<file path="src/rtl/tpc_pkg.sv">
package tpc_pkg;

  localparam int COORD_W = 32;
  localparam int T_BITS  = 30;
  localparam int PROD_W  = 64;
  localparam int S_W     = 66;   // n.v - d, exact
  localparam int DIFF_W  = 67;   // s_u - s_w
  localparam int DEN_W   = 67;
  localparam int REM_W   = 68;
  localparam int IDX_W   = 2;

  typedef enum logic [IDX_W-1:0] {
    REG_NORMAL_X     = 2'd0,
    REG_NORMAL_Y     = 2'd1,
    REG_NORMAL_Z     = 2'd2,
    REG_PLANE_OFFSET = 2'd3
  } reg_idx_t;

  localparam logic [COORD_W-1:0] NORMAL_Z_RESET = 32'h4000_0000;
  localparam logic [T_BITS:0]    T_ONE          = {1'b1, {T_BITS{1'b0}}};

  typedef logic signed [COORD_W-1:0] coord_t;

  typedef struct packed {
    coord_t x;
    coord_t y;
    coord_t z;
  } vec_t;

  // rotated triangle: p is the lone vertex, nk the kept count
  typedef struct packed {
    vec_t       p;
    vec_t       q;
    vec_t       r;
    logic [1:0] nk;
  } tri_t;

  typedef struct packed {
    logic [REM_W-1:0]  rem;
    logic [DEN_W-1:0]  den;
    logic [T_BITS-1:0] quo;
    logic              zero;
    logic              sat;
  } div_t;

  // one restoring division step
  function automatic div_t div_step(input div_t d);
    div_t             r;
    logic [REM_W-1:0] r2;
    logic [REM_W-1:0] dn;
    r  = d;
    r2 = {d.rem[REM_W-2:0], 1'b0};
    dn = REM_W'(d.den);
    if (r2 >= dn) begin
      r.rem = r2 - dn;
      r.quo = {d.quo[T_BITS-2:0], 1'b1};
    end else begin
      r.rem = r2;
      r.quo = {d.quo[T_BITS-2:0], 1'b0};
    end
    return r;
  endfunction

endpackage

</file>
<file path="src/rtl/tpc_div_step.sv">
module tpc_div_step (
  input  logic          clk,
  input  logic          rst,
  input  logic          en,
  input  logic          in_v,
  input  tpc_pkg::tri_t tri_i,
  input  tpc_pkg::div_t pq_i,
  input  tpc_pkg::div_t pr_i,
  output logic          out_v,
  output tpc_pkg::tri_t tri_o,
  output tpc_pkg::div_t pq_o,
  output tpc_pkg::div_t pr_o
);
  import tpc_pkg::*;

  always_ff @(posedge clk) begin
    if (rst) begin
      out_v <= 1'b0;
    end else if (en) begin
      out_v <= in_v;
    end
    if (en) begin
      tri_o <= tri_i;
      pq_o  <= div_step(pq_i);
      pr_o  <= div_step(pr_i);
    end
  end

endmodule

</file>
<file path="config.mk">
export PLATFORM = sky130hd
export DESIGN_NAME = tpc_div_step
export DESIGN_NICKNAME = d
export VERILOG_FILES = /design/src/rtl/tpc_pkg.sv /design/src/rtl/tpc_div_step.sv
export SDC_FILE = /design/constraint.sdc
export NUM_CORES = 1
export LEC_CHECK = 0
export BUFFER_PORTS_ARGS = -buffer_cell sky130_fd_sc_hd__buf_2
export CAP_MARGIN = 25
export CORE_AREA = 3 3 482 484
export DETAILED_ROUTE_END_ITERATION = 16
export DIE_AREA = 0 0 485 487
export GPL_TIMING_DRIVEN = 0
export PLACE_DENSITY = 0.42
export SETUP_SLACK_MARGIN = 0.3
export SLEW_MARGIN = 0
export SYNTH_ARGS = -nofsm -noshare
export SYNTH_HDL_FRONTEND = slang
export SYNTH_SLANG_ARGS = --single-unit
</file>
<file path="constraint.sdc">
create_clock -name clk -period 4.2 [get_ports clk]
set_input_delay 0.84 -clock clk [delete_from_list [all_inputs] [get_ports clk]]
set_output_delay 0.84 -clock clk [all_outputs]
set_load 0.1 [all_outputs]
</file>
==> out/qor.yml <==
reg2reg_from: "out_v"
track_usage_pct: 13.7
irDropWorstVdd_uv: 341
totalWireLength_um: 170000
maxSlewViolCount: 0
worst-r2r-setup-slack_ps: 3600
yosys_most_used_dff: "edfxtp_1"
die_x_um: 485
numCtsBuffers: 86
slew_headroom_pct: 34.9
skew_ps: 0
synth_edf_count: 624
yosysWarnings: 0
endpoint: "pr_o[166]"
ff2ff_path_depth: 2
worstSetupStartpointType: "input port"
grt_max_degree: 115
synthCells: 2269
die_area_um2: 236000
fmax_mhz: 253
gp_congestion: 0.875
endpoint_kind: "register"
numPortBuffers: 1248
dpl.hpwl_um: 144000
clock_sinks: 625
worstPathArrival_ps: 4400
final_nets: 4388
cts_tree: "done"
synth_largest_area_cell: "edfxtp_1"
dp_cells: 6537
synthArstFlopShare_pct: 0
hold_viol: 0
drv_cap: 0
synth_top_area_share_pct: 62.9
dp_slack_ps: -2180
clock_tree.root_cell: "clkbuf_16"
cp.required_ps: 4640
top_layer: "met5"
rr_endpoint: "out_v"
p_per_area_nw_per_um2: 532
setup_viol: 0
die_h_um: 487
core-area_um2: 228000
drc: 0
wl_met3_um: 14300
synth-seq-cells: 625
avgSynthCellArea_um2: 13.1
synthTopCellsByArea: "edfxtp_1 (63%), ha_1 (5.6%), a21oi_1 (3.2%), inv_1 (2.3%), mux2_2 (2.2%)"
met2_length_um: 89500
grt_overflow: 0
clk_latency_ps: 730
outcome: "finished, final reports clean"
fin_cells: 6736
cp_max_fo: 10
rows: 175
grt_pass1_wl_um: 221000
start_util_pct: 13.1
rsz0062_at_grt: "no"
ios: 1253
final_cell_mix: "buf_2 (1252), edfxtp_1 (624), a21oi_1 (191), inv_1 (185), nand2_1 (153)"
critPathKind: "in2reg"
ys_seq_area_share_pct: 62.9
syn_to_final_growth_pct: 44.8
dr_total_vias: 25100
p_leak_nw: 17.8
ant_nets: 0
clk_path_buf_depth: 3
ctsHtreeMaxLevel: 3
period_minus_slack_ps: 3960
firstDrtPassIters: 5
antenna_found_initial: 114
viasPerCell: 3.73
final_layout_size_suffix_gt1_share_pct: 42.5
wl_per_cell_um: 25.2
critPathLaunch: "pr_i[75]"
path_clk_slew_ps: 60
grt_pass1_vias: 25400
period_share_pct: 94.3
worstMarginPinSlew_ps: 967
utilization_pct: 19.0
netlist_area_um2: 29800
wl_met1_um: 58300
fin_setup_tns_ps: 0
layout_commonest_cell: "buf_2"
ys_types: 78
syn_nets: 3033
drt_iter0_drc: 1533
setup_slack_ps: 241
min_path_type: "in2reg"
## flip-flops by register name (all words and copies together) (netlist names)
name   count
tri_o    290
pq_o     167
pr_o     167
out_v      1
## routing by layer
| layer | GRT usage [%] | vias up |
|---|---|---|
| li1 | - | 11400 |
| met1 | 13.5 | 12200 |
| met2 | 25.5 | 1165 |
| met3 | 5.16 | 318 |
| met4 | 5.43 | 64 |
| met5 | 0 | - |
## critical path, cell delays in order
cell	delay, ps
buf_2	180
inv_1	60
ha_1	290
clkbuf_1	340
nand4_1	280
nor4_2	740
o211ai_1	480
nand3_1	330
a21oi_1	230
o211ai_1	240
mux2_2	360
## cell type report
cell class                 instances  area [um2]
fill                           25200      185000
sequential                       625       18800
multi-input combinational       1390       10100
timing repair buffer            1267        6530
tap                             3009        3760
clock buffer                     103        2240
inverter                         187         714
clock inverter                    56         548
buffer                            67         397
antenna                           32        80.1
## timing repair
item	4_1_cts	5_1_grt
pin swaps	5	2
setup endpoints to repair	82	99
hold buffers	0	0
gates resized for setup	24	28
gates cloned	0	0
buffers inserted	5	3
## report_power, final
group          internal [mW]  switching, mW
combinational           1.45           6.43
sequential              7.59          0.164
clock                   4.11           3.19
total                   13.2           9.79
## cells in the mapped netlist, types with 40 or more instances
cell type	n
edfxtp_1	624
a21oi_1	193
inv_1	185
nand2_1	153
ha_1	134
nor2_1	99
o21ai_0	93
xnor2_1	70
nand3_1	64
mux2_2	57
clkbuf_1	49
a21o_1	47
nor3_1	44
nand4_1	40
## how the worst min path moves through the flow
stage | start | end | slack [ps] | cells after the start
2_1_floorplan | rst | out_v | 910 | 1
3_3_place_gp | out_v | out_v | 480 | 2
3_5_place_dp | out_v | out_v | 500 | 2
4_1_cts | rst | out_v | 150 | 2
5_1_grt | tri_i[0] | tri_o[0] | 180 | 1
6_report | rst | out_v | 260 | 2
## metrics by stage
stage / cell area, um2 / power (mW) / hold WS (ps)
finish: 43200 / 22.9 / 261
detailed placement: 40000 / 15.8 / 502
CTS: 43000 / 23.4 / 149
global placement: 39800 / 15.9 / 480
floorplan: 29800 / 13.7 / 912
global route: 43100 / 23.9 / 178
## kinds of logic (layout without fill, tap and decap cells)
family                     Yosys count  in the layout  synth area share, %
buffers and inverters              254           1680                 3.68
DFF                                625            625                 62.9
muxes                              101            101                 4.29
and+or+nand+nor                    499            499                 8.13
AOI/OAI and AO/OA                  551            551                 12.2
other                                0             32                    0
adders and majority gates          136            136                 5.76
xor gates and xnor gates           103            103                 3.03
Note: power is estimated with default switching activity, not from simulation.
