File: config.mk
export PLATFORM = sky130hd
export DESIGN_NAME = tpc_setup
export DESIGN_NICKNAME = d
export VERILOG_FILES = /design/src/rtl/tpc_pkg.sv /design/src/rtl/tpc_setup.sv
export SDC_FILE = /design/constraint.sdc
export NUM_CORES = 2
export LEC_CHECK = 0
export BUFFER_PORTS_ARGS = -buffer_cell sky130_fd_sc_hd__clkbuf_2
export CAP_MARGIN = 40
export CORE_MARGIN = 8
export CORE_UTILIZATION = 30
export CTS_CLUSTER_SIZE = 40
export DETAILED_ROUTE_END_ITERATION = 10
export GPL_ROUTABILITY_DRIVEN = 0
export PLACE_DENSITY_LB_ADDON = 0.1
export SLEW_MARGIN = 0
export SYNTH_ARGS = -nofsm -noshare
export SYNTH_HDL_FRONTEND = slang
export SYNTH_SLANG_ARGS = --single-unit
File: constraint.sdc
create_clock -name clk -period 8.31 [get_ports clk]
set_input_delay 0 -clock clk [delete_from_list [all_inputs] [get_ports clk]]
set_output_delay 0 -clock clk [all_outputs]
set_load 0.005 [all_outputs]
File: src/rtl/tpc_pkg.sv
package tpc_pkg;

  localparam int COORD_W = 32;
  localparam int T_BITS  = 30;
  localparam int PROD_W  = 64;
  localparam int S_W     = 66;   // n.v - d, exact
  localparam int DIFF_W  = 67;   // s_u - s_w
  localparam int DEN_W   = 67;
  localparam int REM_W   = 68;
  localparam int IDX_W   = 2;

  typedef enum logic [IDX_W-1:0] {
    REG_NORMAL_X     = 2'd0,
    REG_NORMAL_Y     = 2'd1,
    REG_NORMAL_Z     = 2'd2,
    REG_PLANE_OFFSET = 2'd3
  } reg_idx_t;

  localparam logic [COORD_W-1:0] NORMAL_Z_RESET = 32'h4000_0000;
  localparam logic [T_BITS:0]    T_ONE          = {1'b1, {T_BITS{1'b0}}};

  typedef logic signed [COORD_W-1:0] coord_t;

  typedef struct packed {
    coord_t x;
    coord_t y;
    coord_t z;
  } vec_t;

  // rotated triangle: p is the lone vertex, nk the kept count
  typedef struct packed {
    vec_t       p;
    vec_t       q;
    vec_t       r;
    logic [1:0] nk;
  } tri_t;

  typedef struct packed {
    logic [REM_W-1:0]  rem;
    logic [DEN_W-1:0]  den;
    logic [T_BITS-1:0] quo;
    logic              zero;
    logic              sat;
  } div_t;

  // one restoring division step
  function automatic div_t div_step(input div_t d);
    div_t             r;
    logic [REM_W-1:0] r2;
    logic [REM_W-1:0] dn;
    r  = d;
    r2 = {d.rem[REM_W-2:0], 1'b0};
    dn = REM_W'(d.den);
    if (r2 >= dn) begin
      r.rem = r2 - dn;
      r.quo = {d.quo[T_BITS-2:0], 1'b1};
    end else begin
      r.rem = r2;
      r.quo = {d.quo[T_BITS-2:0], 1'b0};
    end
    return r;
  endfunction

endpackage

File: src/rtl/tpc_setup.sv
module tpc_setup (
  input  logic                           clk,
  input  logic                           rst,
  input  logic                           en,
  input  logic                           in_v,
  input  tpc_pkg::vec_t                  a,
  input  tpc_pkg::vec_t                  b,
  input  tpc_pkg::vec_t                  c,
  input  logic signed [tpc_pkg::S_W-1:0] sa,
  input  logic signed [tpc_pkg::S_W-1:0] sb,
  input  logic signed [tpc_pkg::S_W-1:0] sc,
  output logic                           out_v,
  output tpc_pkg::tri_t                  tri_o,
  output tpc_pkg::div_t                  pq_o,
  output tpc_pkg::div_t                  pr_o
);
  import tpc_pkg::*;

  logic               k0, k1, k2;
  logic [1:0]         nk;
  logic [1:0]         lone;
  tri_t               rot;
  logic signed [S_W-1:0] sp_n, sq_n, sr_n;

  logic               cv, dv;
  tri_t               ctri, dtri;
  logic signed [S_W-1:0]    sp;
  logic signed [DIFF_W-1:0] dq, dr;
  logic [DEN_W-1:0]   num, den_q, den_r;

  assign k0 = ~sa[S_W-1];
  assign k1 = ~sb[S_W-1];
  assign k2 = ~sc[S_W-1];
  assign nk = 2'(k0) + 2'(k1) + 2'(k2);

  always_comb begin
    if (nk == 2'd1) begin
      lone = k1 ? 2'd1 : (k2 ? 2'd2 : 2'd0);
    end else begin
      lone = !k1 ? 2'd1 : (!k2 ? 2'd2 : 2'd0);
    end
    rot.nk = nk;
    case (lone)
      2'd1: begin
        rot.p = b; rot.q = c; rot.r = a;
        sp_n = sb; sq_n = sc; sr_n = sa;
      end
      2'd2: begin
        rot.p = c; rot.q = a; rot.r = b;
        sp_n = sc; sq_n = sa; sr_n = sb;
      end
      default: begin
        rot.p = a; rot.q = b; rot.r = c;
        sp_n = sa; sq_n = sb; sr_n = sc;
      end
    endcase
  end

  // stage C: rotate, edge differences
  always_ff @(posedge clk) begin
    if (rst) begin
      cv <= 1'b0;
    end else if (en) begin
      cv <= in_v;
    end
    if (en) begin
      ctri <= rot;
      sp   <= sp_n;
      dq   <= DIFF_W'(sp_n) - DIFF_W'(sq_n);
      dr   <= DIFF_W'(sp_n) - DIFF_W'(sr_n);
    end
  end

  // stage D: magnitudes
  always_ff @(posedge clk) begin
    if (rst) begin
      dv <= 1'b0;
    end else if (en) begin
      dv <= cv;
    end
    if (en) begin
      dtri  <= ctri;
      num   <= sp[S_W-1] ? DEN_W'(-sp) : DEN_W'(sp);
      den_q <= dq[DIFF_W-1] ? DEN_W'(-dq) : DEN_W'(dq);
      den_r <= dr[DIFF_W-1] ? DEN_W'(-dr) : DEN_W'(dr);
    end
  end

  // stage E: special cases, divider seed
  always_ff @(posedge clk) begin
    if (rst) begin
      out_v <= 1'b0;
    end else if (en) begin
      out_v <= dv;
    end
    if (en) begin
      tri_o      <= dtri;
      pq_o.rem   <= REM_W'(num);
      pq_o.den   <= den_q;
      pq_o.quo   <= '0;
      pq_o.zero  <= (den_q == '0);
      pq_o.sat   <= (num >= den_q);
      pr_o.rem   <= REM_W'(num);
      pr_o.den   <= den_r;
      pr_o.quo   <= '0;
      pr_o.zero  <= (den_r == '0);
      pr_o.sat   <= (num >= den_r);
    end
  end

endmodule

==> out/metrics.cfg <==
[outcome]
run_status = finished, final reports clean

[setup_path]
arrival_ns = 7.71
end_kind = flop
setup.worst_path.class = in2reg
path_max_fanout = 58
cp-start-kind = input pin
cp_data_required_time_ns = 8.84

[global_route]
grt_max_degree = 157
grt_overflow = 0
grt_pass1_wl_mm = 390
grtUsageTotal_pct = 21.4
antenna_found_initial = 113
grt_pass1_vias = 52500

[power]
vdd_drop_max_v = 0.000211
p_leak_nw = 35.4
power_density_nw_per_um2 = 298
finalPower_w = 0.0273

[die]
rows = 178
io_pins = 1115
dieArea_um2 = 252000
die_y_um = 502
die_w_um = 502
core_area_um2 = 235000
start_util_pct = 30.2

[clock_network]
cts-resized-gates = 0
cts_hold_buffers = 710
htreeDepth = 4
clock_sinks = 1479
post_cts_buffers = 0
clkTransAtPathRegs_ns = 0.06
cts_buffer_depth = 3
cts_made_buffers = 174
root_buffer = clkbuf_16
clk_latency_ns = 0.84
tritoncts = yes

[run]
maxCapViolations = 0

[cells_and_area]
drive_above_1_share_pct = 19.2
layout_common_cells = 1476 x edfxtp_1, 1051 x clkbuf_2, 710 x dlygate4sd3_1, 654 x o21ai_0, 525 x nand2_1
synthToLayoutAreaGrowth_pct = 29.6
final_common_cell = edfxtp_1
nets = 8015
final-seq-area_um2 = 44400
final_util_pct = 39.1
multi_input_area_um2 = 23800
fill_cells = 22700

[placed_design]
io_buffers = 1052
hpwl_mm = 222

[worst_hold_path]
min_path_type = in2reg

[timing]
rsz0062_at_grt = no
timing.hold.ws_ns = 0.0461
relSlewSlack_pct = 28.7
fin_crit_ns = 7.18
slew_viol_final = 0
hold_viol_final = 0
clock.fmax_mhz = 139
worst_clock_skew_ns = 0.0704
finalCritPeriodShare_pct = 86.4
worst_pin_slew_ns = 1.07
finalSetupViolCount = 0
setup_tns_ns = 0

[routing]
drt_pre_antenna_iters = 6
vias = 53800
wl_per_cell_um = 26.7
drt-initial-drc-count = 4457
drtAntennaViolNets = 0
drc = 0
via_per_inst = 5.07
wl_mm = 284

[synthesis]
synthCells = 5648
syn_area_um2 = 70900
syn_area_per_cell_um2 = 12.5
ys_types = 76
synth-async-reset-ratio_pct = 0
synth-seq-cells = 1479
synth-edff-count = 1476
yosysSeqAreaShare_pct = 62.6
synthFlopType = edfxtp_1
ys_warn_count = 0

==> state kept, by name, summed over array words and instances, names as in the netlist <==
register	flops
cv	1
sp	66
pr_o	69
dr	67
den_r	67
den_q	67
ctri	290
dq	67
tri_o	290
num	67
out_v	1
dv	1
pq_o	136
dtri	290
==> routing by layer <==
layer	wire length, um	part of all wire, %	track usage (%)	vias to the layer above
met1	111000	39	25.4	26500
met2	137000	48	36.4	1876
met5	225	0.079	0	-
met4	15900	5.6	10.2	38
li1	-	-	-	24800
met3	19500	6.9	5.34	524
==> critical path, cell delays in order <==
cell	delay, ns
dlygate4sd3_1	0.53
clkbuf_2	0.13
fa_1	0.42
dlygate4sd3_1	0.56
inv_1	0.14
nor2_1	0.08
or3_1	0.31
o21ai_0	0.22
ha_4	0.66
buf_4	0.41
a22oi_1	0.11
o21ai_0	0.17
dlygate4sd3_1	0.57
ha_1	0.17
inv_1	0.06
ha_1	0.17
a221o_1	0.27
o211ai_1	0.24
nand3_1	0.13
a21oi_1	0.48
or4_1	0.26
a311o_1	0.32
nand2_1	0.27
a31oi_1	0.57
a21boi_0	0.27
xor2_1	0.19
==> area by class of cell <==
class	instances	share of cell area, %
Clock buffer	205	4.87
Inverter	200	0.820
Antenna cell	56	0.153
Sequential cell	1479	48.3
Timing Repair Buffer	1845	14.4
Tap cell	3150	4.29
Clock inverter	109	1.27
Multi-Input combinational cell	3560	25.9
==> worst paths after layout <==
path,start,endpoint,slack (ns),cells past startpoint
worst max-delay path,sa[65],dq[62],1.13,26
worst min-delay path,sc[14],sp[14],0.05,3
worst max register to register,sp[4],num[63],2.95,11
worst min register to register,dtri[222],tri_o[222],0.37,0
==> report_power, final <==
part,switching [W],internal (W),leakage [nW]
Sequential,0.00132,0.0104,14.4
Clock,0.00333,0.00427,2.71
Combinational,0.00481,0.00322,18.3
==> metrics by stage <==
step / cell area (um2) / worst slack, ns / instances
floorplan: 71100 / 1.96 / 5710
global placement: 78700 / 1.41 / 9498
detailed placement: 78900 / 1.42 / 9521
CTS: 91700 / 1.32 / 10500
global route: 91800 / 0.732 / 10600
finish: 91800 / 1.13 / 10600
==> Yosys cell counts, drive strengths merged, types with 91 or more instances <==
cell,n,area (um2)
a21oi,202,1010
nand2,525,1970
xnor2,260,2280
inv,200,751
ha,264,3300
nand4,91,569
a21o,150,1130
edfxtp,1476,44300
a221o,128,1280
o21ai,656,3280
clkbuf,334,1250
buf,137,998
nor2,100,375
a22oi,361,2710
==> kinds of logic (layout without fill, tap and decap cells) <==
| group | count (synthesis) | count (layout) | share of synthesized area, % |
|---|---|---|---|
| compound gates | 1781 | 1781 | 16.5 |
| xor+xnor | 330 | 330 | 4.08 |
| fa+ha+maj | 266 | 266 | 4.70 |
| buf+inv | 671 | 2359 | 4.24 |
| flops | 1479 | 1479 | 62.6 |
| mux | 5 | 5 | 0.0706 |
| other cells | 1 | 119 | 0.00529 |
| simple gates | 1115 | 1115 | 7.79 |
Note: power is estimated with default switching activity, not from simulation.
